[src/rtl/core/sdepq_pkg.sv]
// Shared types and codes for the sorted double-ended priority queue.
package sdepq_pkg;

    localparam int FILL_W = 5;

    localparam logic [1:0] CMD_INSERT     = 2'd0;
    localparam logic [1:0] CMD_REMOVE_MAX = 2'd1;
    localparam logic [1:0] CMD_REMOVE_MIN = 2'd2;

    localparam logic [1:0] STAT_OK       = 2'd0;
    localparam logic [1:0] STAT_EMPTY    = 2'd1;
    localparam logic [1:0] STAT_FULL     = 2'd2;
    localparam logic [1:0] STAT_NULL_TAG = 2'd3;

    typedef struct packed {
        logic [1:0]         cmd;
        logic signed [15:0] prio_in;
        logic [15:0]        tag_in;
    } in_item_t;

    typedef struct packed {
        logic [15:0]        tag_out;
        logic signed [15:0] prio_out;
        logic [1:0]         status;
        logic [FILL_W-1:0]  fill_level;
    } out_item_t;

    typedef enum logic [2:0] {
        ST_IDLE,
        ST_DECIDE,
        ST_SCAN,
        ST_PLACE,
        ST_DONE
    } sdepq_state_t;

    typedef struct packed {
        logic load_item;
        logic rd_last;
        logic rd_first;
        logic rd_prev;
        logic wr_shift;
        logic wr_new_above;
        logic wr_new_zero;
        logic res_load;
        logic cnt_inc;
        logic cnt_dec;
        logic head_inc;
    } dp_cmd_t;

    typedef struct packed {
        logic is_ins;
        logic is_max;
        logic is_min;
        logic tag_null;
        logic empty;
        logic full;
        logic shift;
        logic idx_zero;
    } dp_stat_t;

endpackage

[src/rtl/core/sdepq_dp.sv]
// Datapath: entry ring memory, item and scan registers, counters, result register.
module sdepq_dp
    import sdepq_pkg::*;
#(
    parameter int DEPTH      = 16,
    parameter int PRIO_WIDTH = 16
) (
    input  logic      aclk,
    input  logic      aresetn,
    input  in_item_t  s_data,
    input  dp_cmd_t   cmd,
    output dp_stat_t  stat,
    output out_item_t m_data
);

    localparam int AW = $clog2(DEPTH);
    localparam int CW = $clog2(DEPTH + 1);
    localparam int PW = PRIO_WIDTH;
    localparam int EW = PW + 16;

    logic [EW-1:0] mem [DEPTH];

    logic [1:0]          cmd_reg;
    logic signed [PW-1:0] prio_reg;
    logic [15:0]         tag_reg;
    logic [CW-1:0]       count_reg, count_next;
    logic [AW-1:0]       head_reg, head_next;
    logic [AW-1:0]       idx_reg, idx_next;
    logic                first_reg, first_next;
    logic [EW-1:0]       rd_data_reg;
    out_item_t           res_reg;

    logic [PW+15:0]      prio_in_ext;
    logic [PW+15:0]      prio_out_ext;
    logic [FILL_W+CW-1:0] fill_ext;
    logic [CW-1:0]       count_m1;
    logic [AW-1:0]       last_idx, idx_p1, idx_m1;
    logic signed [PW-1:0] rd_prio;
    logic [15:0]         rd_tag;
    logic                rd_en, wr_en;
    logic [AW-1:0]       rd_addr, wr_addr;
    logic [EW-1:0]       wr_data, new_entry;
    logic                rem_ok;
    logic [1:0]          status;

    function automatic logic [AW-1:0] phys(input logic [AW-1:0] h, input logic [AW-1:0] i);
        logic [AW:0] sum;
        sum = {1'b0, h} + {1'b0, i};
        if (sum >= (AW+1)'(DEPTH)) begin
            sum = sum - (AW+1)'(DEPTH);
        end
        return sum[AW-1:0];
    endfunction

    assign prio_in_ext = {{PW{s_data.prio_in[15]}}, s_data.prio_in};
    assign count_m1    = count_reg - 1'b1;
    assign last_idx    = count_m1[AW-1:0];
    assign idx_p1      = idx_reg + 1'b1;
    assign idx_m1      = idx_reg - 1'b1;
    assign rd_prio     = rd_data_reg[EW-1:16];
    assign rd_tag      = rd_data_reg[15:0];
    assign new_entry   = {prio_reg, tag_reg};

    assign stat.is_ins   = (cmd_reg == CMD_INSERT);
    assign stat.is_max   = (cmd_reg == CMD_REMOVE_MAX);
    assign stat.is_min   = (cmd_reg == CMD_REMOVE_MIN);
    assign stat.tag_null = (tag_reg == 16'd0);
    assign stat.empty    = (count_reg == '0);
    assign stat.full     = (count_reg == CW'(DEPTH));
    assign stat.shift    = first_reg ? (rd_prio > prio_reg) : (rd_prio >= prio_reg);
    assign stat.idx_zero = (idx_reg == '0);

    assign rem_ok = (stat.is_max || stat.is_min) && !stat.empty;

    always_comb begin
        priority if (stat.is_ins && stat.tag_null) begin
            status = STAT_NULL_TAG;
        end else if (stat.is_ins && stat.full) begin
            status = STAT_FULL;
        end else if ((stat.is_max || stat.is_min) && stat.empty) begin
            status = STAT_EMPTY;
        end else begin
            status = STAT_OK;
        end
    end

    always_comb begin
        rd_en   = cmd.rd_last || cmd.rd_first || cmd.rd_prev;
        rd_addr = head_reg;
        if (cmd.rd_last) begin
            rd_addr = phys(head_reg, last_idx);
        end else if (cmd.rd_prev) begin
            rd_addr = phys(head_reg, idx_m1);
        end
    end

    always_comb begin
        wr_en   = cmd.wr_shift || cmd.wr_new_above || cmd.wr_new_zero;
        wr_addr = cmd.wr_new_zero ? head_reg : phys(head_reg, idx_p1);
        wr_data = cmd.wr_shift ? rd_data_reg : new_entry;
    end

    always_ff @(posedge aclk) begin
        if (wr_en) begin
            mem[wr_addr] <= wr_data;
        end
    end

    always_ff @(posedge aclk) begin
        if (rd_en) begin
            rd_data_reg <= mem[rd_addr];
        end
    end

    always_comb begin
        count_next = count_reg;
        if (cmd.cnt_inc) begin
            count_next = count_reg + 1'b1;
        end else if (cmd.cnt_dec) begin
            count_next = count_m1;
        end
        head_next  = cmd.head_inc ? phys(head_reg, AW'(1)) : head_reg;
        idx_next   = idx_reg;
        first_next = first_reg;
        if (cmd.rd_last) begin
            idx_next   = last_idx;
            first_next = 1'b1;
        end else if (cmd.rd_prev) begin
            idx_next   = idx_m1;
            first_next = 1'b0;
        end
    end

    always_ff @(posedge aclk) begin
        if (!aresetn) begin
            count_reg <= '0;
            head_reg  <= '0;
            first_reg <= 1'b0;
        end else begin
            count_reg <= count_next;
            head_reg  <= head_next;
            first_reg <= first_next;
        end
    end

    assign prio_out_ext = {{16{rd_prio[PW-1]}}, rd_prio};
    assign fill_ext     = {{FILL_W{1'b0}}, count_next};

    always_ff @(posedge aclk) begin
        idx_reg <= idx_next;
        if (cmd.load_item) begin
            cmd_reg  <= s_data.cmd;
            prio_reg <= prio_in_ext[PW-1:0];
            tag_reg  <= s_data.tag_in;
        end
        if (cmd.res_load) begin
            res_reg.tag_out    <= rem_ok ? rd_tag : 16'd0;
            res_reg.prio_out   <= rem_ok ? prio_out_ext[15:0] : 16'sd0;
            res_reg.status     <= status;
            res_reg.fill_level <= fill_ext[FILL_W-1:0];
        end
    end

    assign m_data = res_reg;

`ifndef NO_ASSERTIONS
    a_count_bound: assert property (@(posedge aclk) disable iff (!aresetn)
        count_reg <= CW'(DEPTH))
        else $error("entry count above depth");

    a_one_write: assert property (@(posedge aclk) disable iff (!aresetn)
        $onehot0({cmd.wr_shift, cmd.wr_new_above, cmd.wr_new_zero}))
        else $error("conflicting memory writes");

    a_head_with_dec: assert property (@(posedge aclk) disable iff (!aresetn)
        cmd.head_inc |-> (cmd.cnt_dec && stat.is_min && !stat.empty))
        else $error("head advanced without a front removal");
`endif

endmodule

[src/rtl/core/sdepq_ctrl.sv]
// Controller: sequences decode, insertion scan, removal and result handoff.
module sdepq_ctrl
    import sdepq_pkg::*;
(
    input  logic     aclk,
    input  logic     aresetn,
    input  logic     s_valid,
    output logic     s_ready,
    output logic     m_valid,
    input  logic     m_ready,
    input  dp_stat_t stat,
    output dp_cmd_t  cmd
);

    sdepq_state_t state_reg, state_next;
    logic         m_valid_reg, m_valid_next;
    logic         ins_ok, rem_ok, stall;

    assign ins_ok = stat.is_ins && !stat.tag_null && !stat.full;
    assign rem_ok = (stat.is_max || stat.is_min) && !stat.empty;
    assign stall  = m_valid_reg && !m_ready;

    always_comb begin
        state_next = state_reg;
        unique case (state_reg)
            ST_IDLE: begin
                if (s_valid) begin
                    state_next = ST_DECIDE;
                end
            end
            ST_DECIDE: begin
                if (ins_ok && !stat.empty) begin
                    state_next = ST_SCAN;
                end else begin
                    state_next = ST_DONE;
                end
            end
            ST_SCAN: begin
                if (!stat.shift) begin
                    state_next = ST_DONE;
                end else if (stat.idx_zero) begin
                    state_next = ST_PLACE;
                end
            end
            ST_PLACE: begin
                state_next = ST_DONE;
            end
            ST_DONE: begin
                if (!stall) begin
                    state_next = ST_IDLE;
                end
            end
            default: begin
                state_next = ST_IDLE;
            end
        endcase
    end

    always_comb begin
        cmd     = '0;
        s_ready = 1'b0;
        unique case (state_reg)
            ST_IDLE: begin
                s_ready       = 1'b1;
                cmd.load_item = s_valid;
            end
            ST_DECIDE: begin
                cmd.wr_new_zero = ins_ok && stat.empty;
                cmd.rd_last     = (ins_ok && !stat.empty) || (rem_ok && stat.is_max);
                cmd.rd_first    = rem_ok && stat.is_min;
            end
            ST_SCAN: begin
                cmd.wr_shift     = stat.shift;
                cmd.rd_prev      = stat.shift && !stat.idx_zero;
                cmd.wr_new_above = !stat.shift;
            end
            ST_PLACE: begin
                cmd.wr_new_zero = 1'b1;
            end
            ST_DONE: begin
                cmd.res_load = !stall;
                cmd.cnt_inc  = !stall && ins_ok;
                cmd.cnt_dec  = !stall && rem_ok;
                cmd.head_inc = !stall && rem_ok && stat.is_min;
            end
            default: begin
                cmd = '0;
            end
        endcase
    end

    always_comb begin
        m_valid_next = m_valid_reg;
        if (cmd.res_load) begin
            m_valid_next = 1'b1;
        end else if (m_ready) begin
            m_valid_next = 1'b0;
        end
    end

    always_ff @(posedge aclk) begin
        if (!aresetn) begin
            state_reg   <= ST_IDLE;
            m_valid_reg <= 1'b0;
        end else begin
            state_reg   <= state_next;
            m_valid_reg <= m_valid_next;
        end
    end

    assign m_valid = m_valid_reg;

`ifndef NO_ASSERTIONS
    a_scan_only_insert: assert property (@(posedge aclk) disable iff (!aresetn)
        (state_reg == ST_SCAN) |-> stat.is_ins)
        else $error("scan entered for a removal");

    a_result_shown: assert property (@(posedge aclk) disable iff (!aresetn)
        cmd.res_load |=> m_valid_reg)
        else $error("loaded result not presented");

    a_no_inc_when_full: assert property (@(posedge aclk) disable iff (!aresetn)
        cmd.cnt_inc |-> (!stat.full && !cmd.cnt_dec))
        else $error("insert counted into a full queue");
`endif

endmodule

[src/rtl/core/sorted_double_ended_priority_queue_unit.sv]
// Top level of the sorted double-ended priority queue.
//
//   channel  direction  handshake          payload
//   s_       in         s_valid / s_ready  in_item_t  (cmd, prio_in, tag_in)
//   m_       out        m_valid / m_ready  out_item_t (tag_out, prio_out, status, fill_level)
//
// One transaction at a time. Removals, rejected inserts and inserts into an empty
// queue go from decode straight to the result; any other insert first scans the entry
// memory from the last entry down, moving entries up one per cycle until its slot is found.
// Entries live in a ring so front removal is a head advance.
// aresetn is synchronous and empties the queue; memory contents are not cleared.
// A result waiting on m_ready holds the next transaction in its final cycle.
module sorted_double_ended_priority_queue_unit
    import sdepq_pkg::*;
#(
    parameter int DEPTH      = 16,
    parameter int PRIO_WIDTH = 16
) (
    input  logic      aclk,
    input  logic      aresetn,
    input  logic      s_valid,
    output logic      s_ready,
    input  in_item_t  s_data,
    output logic      m_valid,
    input  logic      m_ready,
    output out_item_t m_data
);

    dp_cmd_t  cmd;
    dp_stat_t stat;

    sdepq_ctrl u_ctrl (
        .aclk    (aclk),
        .aresetn (aresetn),
        .s_valid (s_valid),
        .s_ready (s_ready),
        .m_valid (m_valid),
        .m_ready (m_ready),
        .stat    (stat),
        .cmd     (cmd)
    );

    sdepq_dp #(
        .DEPTH      (DEPTH),
        .PRIO_WIDTH (PRIO_WIDTH)
    ) u_dp (
        .aclk    (aclk),
        .aresetn (aresetn),
        .s_data  (s_data),
        .cmd     (cmd),
        .stat    (stat),
        .m_data  (m_data)
    );

endmodule

[config.mk]
export PLATFORM = sky130hd
export DESIGN_NAME = sorted_double_ended_priority_queue_unit
export DESIGN_NICKNAME = d
export VERILOG_FILES = /design/src/rtl/core/sdepq_pkg.sv /design/src/rtl/core/sdepq_dp.sv /design/src/rtl/core/sdepq_ctrl.sv /design/src/rtl/core/sorted_double_ended_priority_queue_unit.sv
export SDC_FILE = /design/constraint.sdc
export NUM_CORES = 1
export LEC_CHECK = 0
export BUFFER_PORTS_ARGS = -buffer_cell sky130_fd_sc_hd__buf_2
export CORE_ASPECT_RATIO = 1.4
export CORE_MARGIN = 1.5
export CORE_UTILIZATION = 55
export DETAILED_ROUTE_END_ITERATION = 6
export HOLD_SLACK_MARGIN = 0.06
export PLACE_DENSITY_LB_ADDON = 0.1
export SLEW_MARGIN = 0
export SYNTH_ARGS = -nofsm -noshare
export SYNTH_HDL_FRONTEND = slang
export SYNTH_SLANG_ARGS = --single-unit
[constraint.sdc]
create_clock -name aclk -period 4.27 [get_ports aclk]
set_clock_uncertainty 0.05 [all_clocks]
set_input_delay 0.854 -clock aclk [delete_from_list [all_inputs] [get_ports aclk]]
set_output_delay 0.854 -clock aclk [all_outputs]
set_load 0.02 [all_outputs]
==> metrics.md <==
| Metric | Value |
|---|---|
| Effective utilization at floorplan | `0.560` |
| Post-Synthesis Net Count | `between 1,500 and 2,000` |
| Synth warnings | `0` |
| Drt wl/cell | `between 20 and 30 µm` |
| GPL Wtd Cong | `0.842` |
| Final slew viol count | `0` |
| CTS Sinks | `635` |
| PD cells | `418 nW/µm²` |
| Antenna Nets Post-Route | `0` |
| Net switching power figure | `around 0.0025 W` |
| Syn Area/Cell | `approximately 17 µm²` |
| GRT met3 Usage | `0.0446` |
| Post-route cell area | `around 30,000 µm²` |
| Required @ worst endpoint | `4.55 ns` |
| # setup viols final | `0` |
| Initial antenna violation count | `0` |
| TritonCTS clock tree | `yes` |
| Die area | `47,400 µm²` |
| Final WS setup | `0.154 ns` |
| Max-Cap Viols | `0` |
| Setup crit start kind | `flip-flop` |
| Slowest cell on crit path | `o211ai_4` |
| Root Driver | `clkbuf_16` |
| Cell Chain, Critical Path | `ha_1 > nand4_1 > buf_4 > nor4_2 > buf_4 > nand3b_1 > o21ai_1 > a221oi_2 > buf_4 > o211ai_4 > buf_4 > o22ai_1 > or4_1` |
| Register area | `18,900 µm²` |
| Tot Pwr | `0.0125 W` |
| Internal power | `~0.01 W` |
| Die width | `184 µm` |
| DPL Wire Length | `36,800 µm` |
| Synthesized area | `roughly 25,000 µm²` |
| Status | `finished, final reports clean` |
| Slew of the pin with the lowest slew margin | `roughly 0.9 ns` |
| Input/output buffers | `78` |
| CP most frequent cell | `buf_4` |
| Hold slack | `about 0.37 ns` |
| Max VDD drop | `between 300 and 400 µV` |
| Gate power share | `0.025` |
| Vias in the first global route | `14,400` |
| Placed instance area | `between 20,000 and 30,000 µm²` |
| Row count | `approximately 90` |
| Final Cycle Share | `0.964` |
| Clock Latency Late Sink | `0.61 ns` |
| Max Clk Rate | `approximately 240 MHz` |
| CTS H-Tree Depth | `2` |
| Hold Buf Count CTS | `0` |
| CTS Buffer Depth | `3` |
| Critical Path End Type | `flip-flop` |
| Worst EP arrival | `between 4 and 5 ns` |
| Synth cell types | `57` |
| Ranking of synthesized cells by area | `edfxtp_1 (74%), mux2i_1 (10%), o22ai_1 (3.1%)` |
| Routed WL | `about 62,000 µm` |
| Post-Place Worst Slack | `-0.193 ns` |
| GRT Max-Usage Layer | `met2` |
| Number of flip-flops under the largest register name | `about 510` |
| Core ar. | `between 40,000 and 50,000 µm²` |
| Worst-path clk slew | `about 0.070 ns` |
| Share of the synthesized area in the top cell type | `0.736` |
| Sequential power share | `0.553` |
| Area Growth Syn to Fin | `18.1%` |
| Met1 Use GR | `0.344` |
| Cell taking the most area after synthesis | `edfxtp_1` |
| Area of the multi-input gates | `6200 µm²` |
| CP max FO | `8` |
| Top_reg_cell synth | `edfxtp_1` |
| Switching Fraction | `0.201` |
| Via/cell ratio | `around 6.1` |
| Post-synthesis register bit count | `around 640` |
| DRC violations left | `0` |
| Leak | `between 10 and 15 nW` |
| CP Class | `flip-flop to flip-flop` |
| Relative slew slack | `0.385` |
| Post-Route Utilization | `0.661` |
| Grt total ovfl | `0` |
| Vias | `14,000` |
| Global-route wire length before repair | `90,600 µm` |
| Fin nets | `~1,700` |
| Iter 0 DRT Violations | `between 1,000 and 1,500` |
| Register area share after synthesis | `0.747` |
| CTS Buf Count | `slightly below 60` |
| Clk pwr share | `0.423` |
| CP max stage delay | `~0.53 ns` |
| Final count of hold timing violations | `0` |
| Met2 usage | `0.451` |
| Largest net degree at the start of global routing | `50` |
| FILL cells | `roughly 3,100` |
| Post-layout min period | `a little over 4 ns` |
| Synth cell count leaders | `edfxtp_1 (621), mux2i_1 (262), o22ai_1 (126)` |
| Share of flip-flops with an asynchronous set or reset | `0` |
| Die span in y | `around 260 µm` |
| Fraction of layout cells with a size suffix above 1 | `0.214` |
| GRT Util Overall | `0.266` |
| Worst min path class | `input pin to flip-flop` |
| ANT cells | `0` |
| Number of synthesized flops with an enable pin | `just over 600` |
| Most frequent cell after synthesis | `edfxtp_1` |
| Drt first pass iters | `5` |
| Synthesized instance count | `1,463` |
| Io pins | `79` |
metal layers:
metal,vias up,share of wire
met5,-,0
met4,0,0.032
met3,115,0.063
met2,529,0.51
met1,7134,0.40
li1,6247,-
final timing paths:
check	start	slack, ns	cells after the start	to
worst max-delay path	u_dp.rd_data_reg[17]	0.15	13	u_dp.rd_data_reg[21]
worst min-delay path	s_data[20]	0.37	1	u_dp.prio_reg[4]
worst max register to register	u_dp.rd_data_reg[17]	0.15	13	u_dp.rd_data_reg[21]
worst min register to register	u_ctrl.m_valid	0.50	2	u_ctrl.m_valid
worst max-delay path, delay by kind of cell (launching register included):
kind / cells / cell delay, ns
AO/OA/AOI/OAI: 4 / 0.94
AND/OR/NAND/NOR: 4 / 1.18
flip-flops: 1 / 0.47
adder cells (fa/ha/maj): 1 / 0.37
buffers and inverters: 4 / 0.83
per-stage QoR:
stage / TNS [ns] / cells
6_report: 0 / 2312
4_1_cts: 0 / 2306
2_1_floorplan: 0 / 1463
3_5_place_dp: -2.25 / 2198
5_1_grt: -0.185 / 2312
3_3_place_gp: -1.66 / 2198
kinds of logic after synthesis:
kind of cell,count (synthesis),share of synthesized area
AO/OA/AOI/OAI,186,0.0483
XOR/XNOR,20,0.00692
adder cells (fa/ha/maj),35,0.0182
buffers and inverters,100,0.0170
flip-flops,635,0.747
multiplexers,294,0.118
AND/OR/NAND/NOR,193,0.0444
layout by cell type (no fill, tap or decap), types with 32 or more instances in the layout:
cell type	netlist	routed
and3_1	35	34
buf_12	0	45
buf_2	45	79
buf_4	0	70
clkbuf_16	0	59
edfxtp_1	621	621
inv_1	32	32
mux2_2	32	32
mux2i_1	262	261
o22ai_1	126	126
or4_1	33	33
power groups by stage:
stage / clock network, W / logic, W / registers (W)
2_1_floorplan: 0 / 0.000156 / 0.00705
3_3_place_gp: 0 / 0.000287 / 0.00705
3_5_place_dp: 0 / 0.000299 / 0.00705
4_1_cts: 0.00536 / 0.000303 / 0.00692
5_1_grt: 0.00558 / 0.000333 / 0.00692
6_report: 0.00529 / 0.000308 / 0.00692
cell type report:
type                       instances  area share
multi-input combinational        728       0.207
tap                              611      0.0256
timing repair buffer             200      0.0655
sequential                       635       0.633
inverter                          32     0.00401
clock buffer                      66      0.0502
clock inverter                    40      0.0148
what timing repair did:
action,4_1_cts,5_1_grt
pin swaps,2,4
gates cloned,2,0
gates resized for setup,5,9
buffers inserted,0,6
endpoints found under the setup margin,31,31
hold endpoints to repair,0,0
Note: power is estimated with default switching activity, not from simulation.
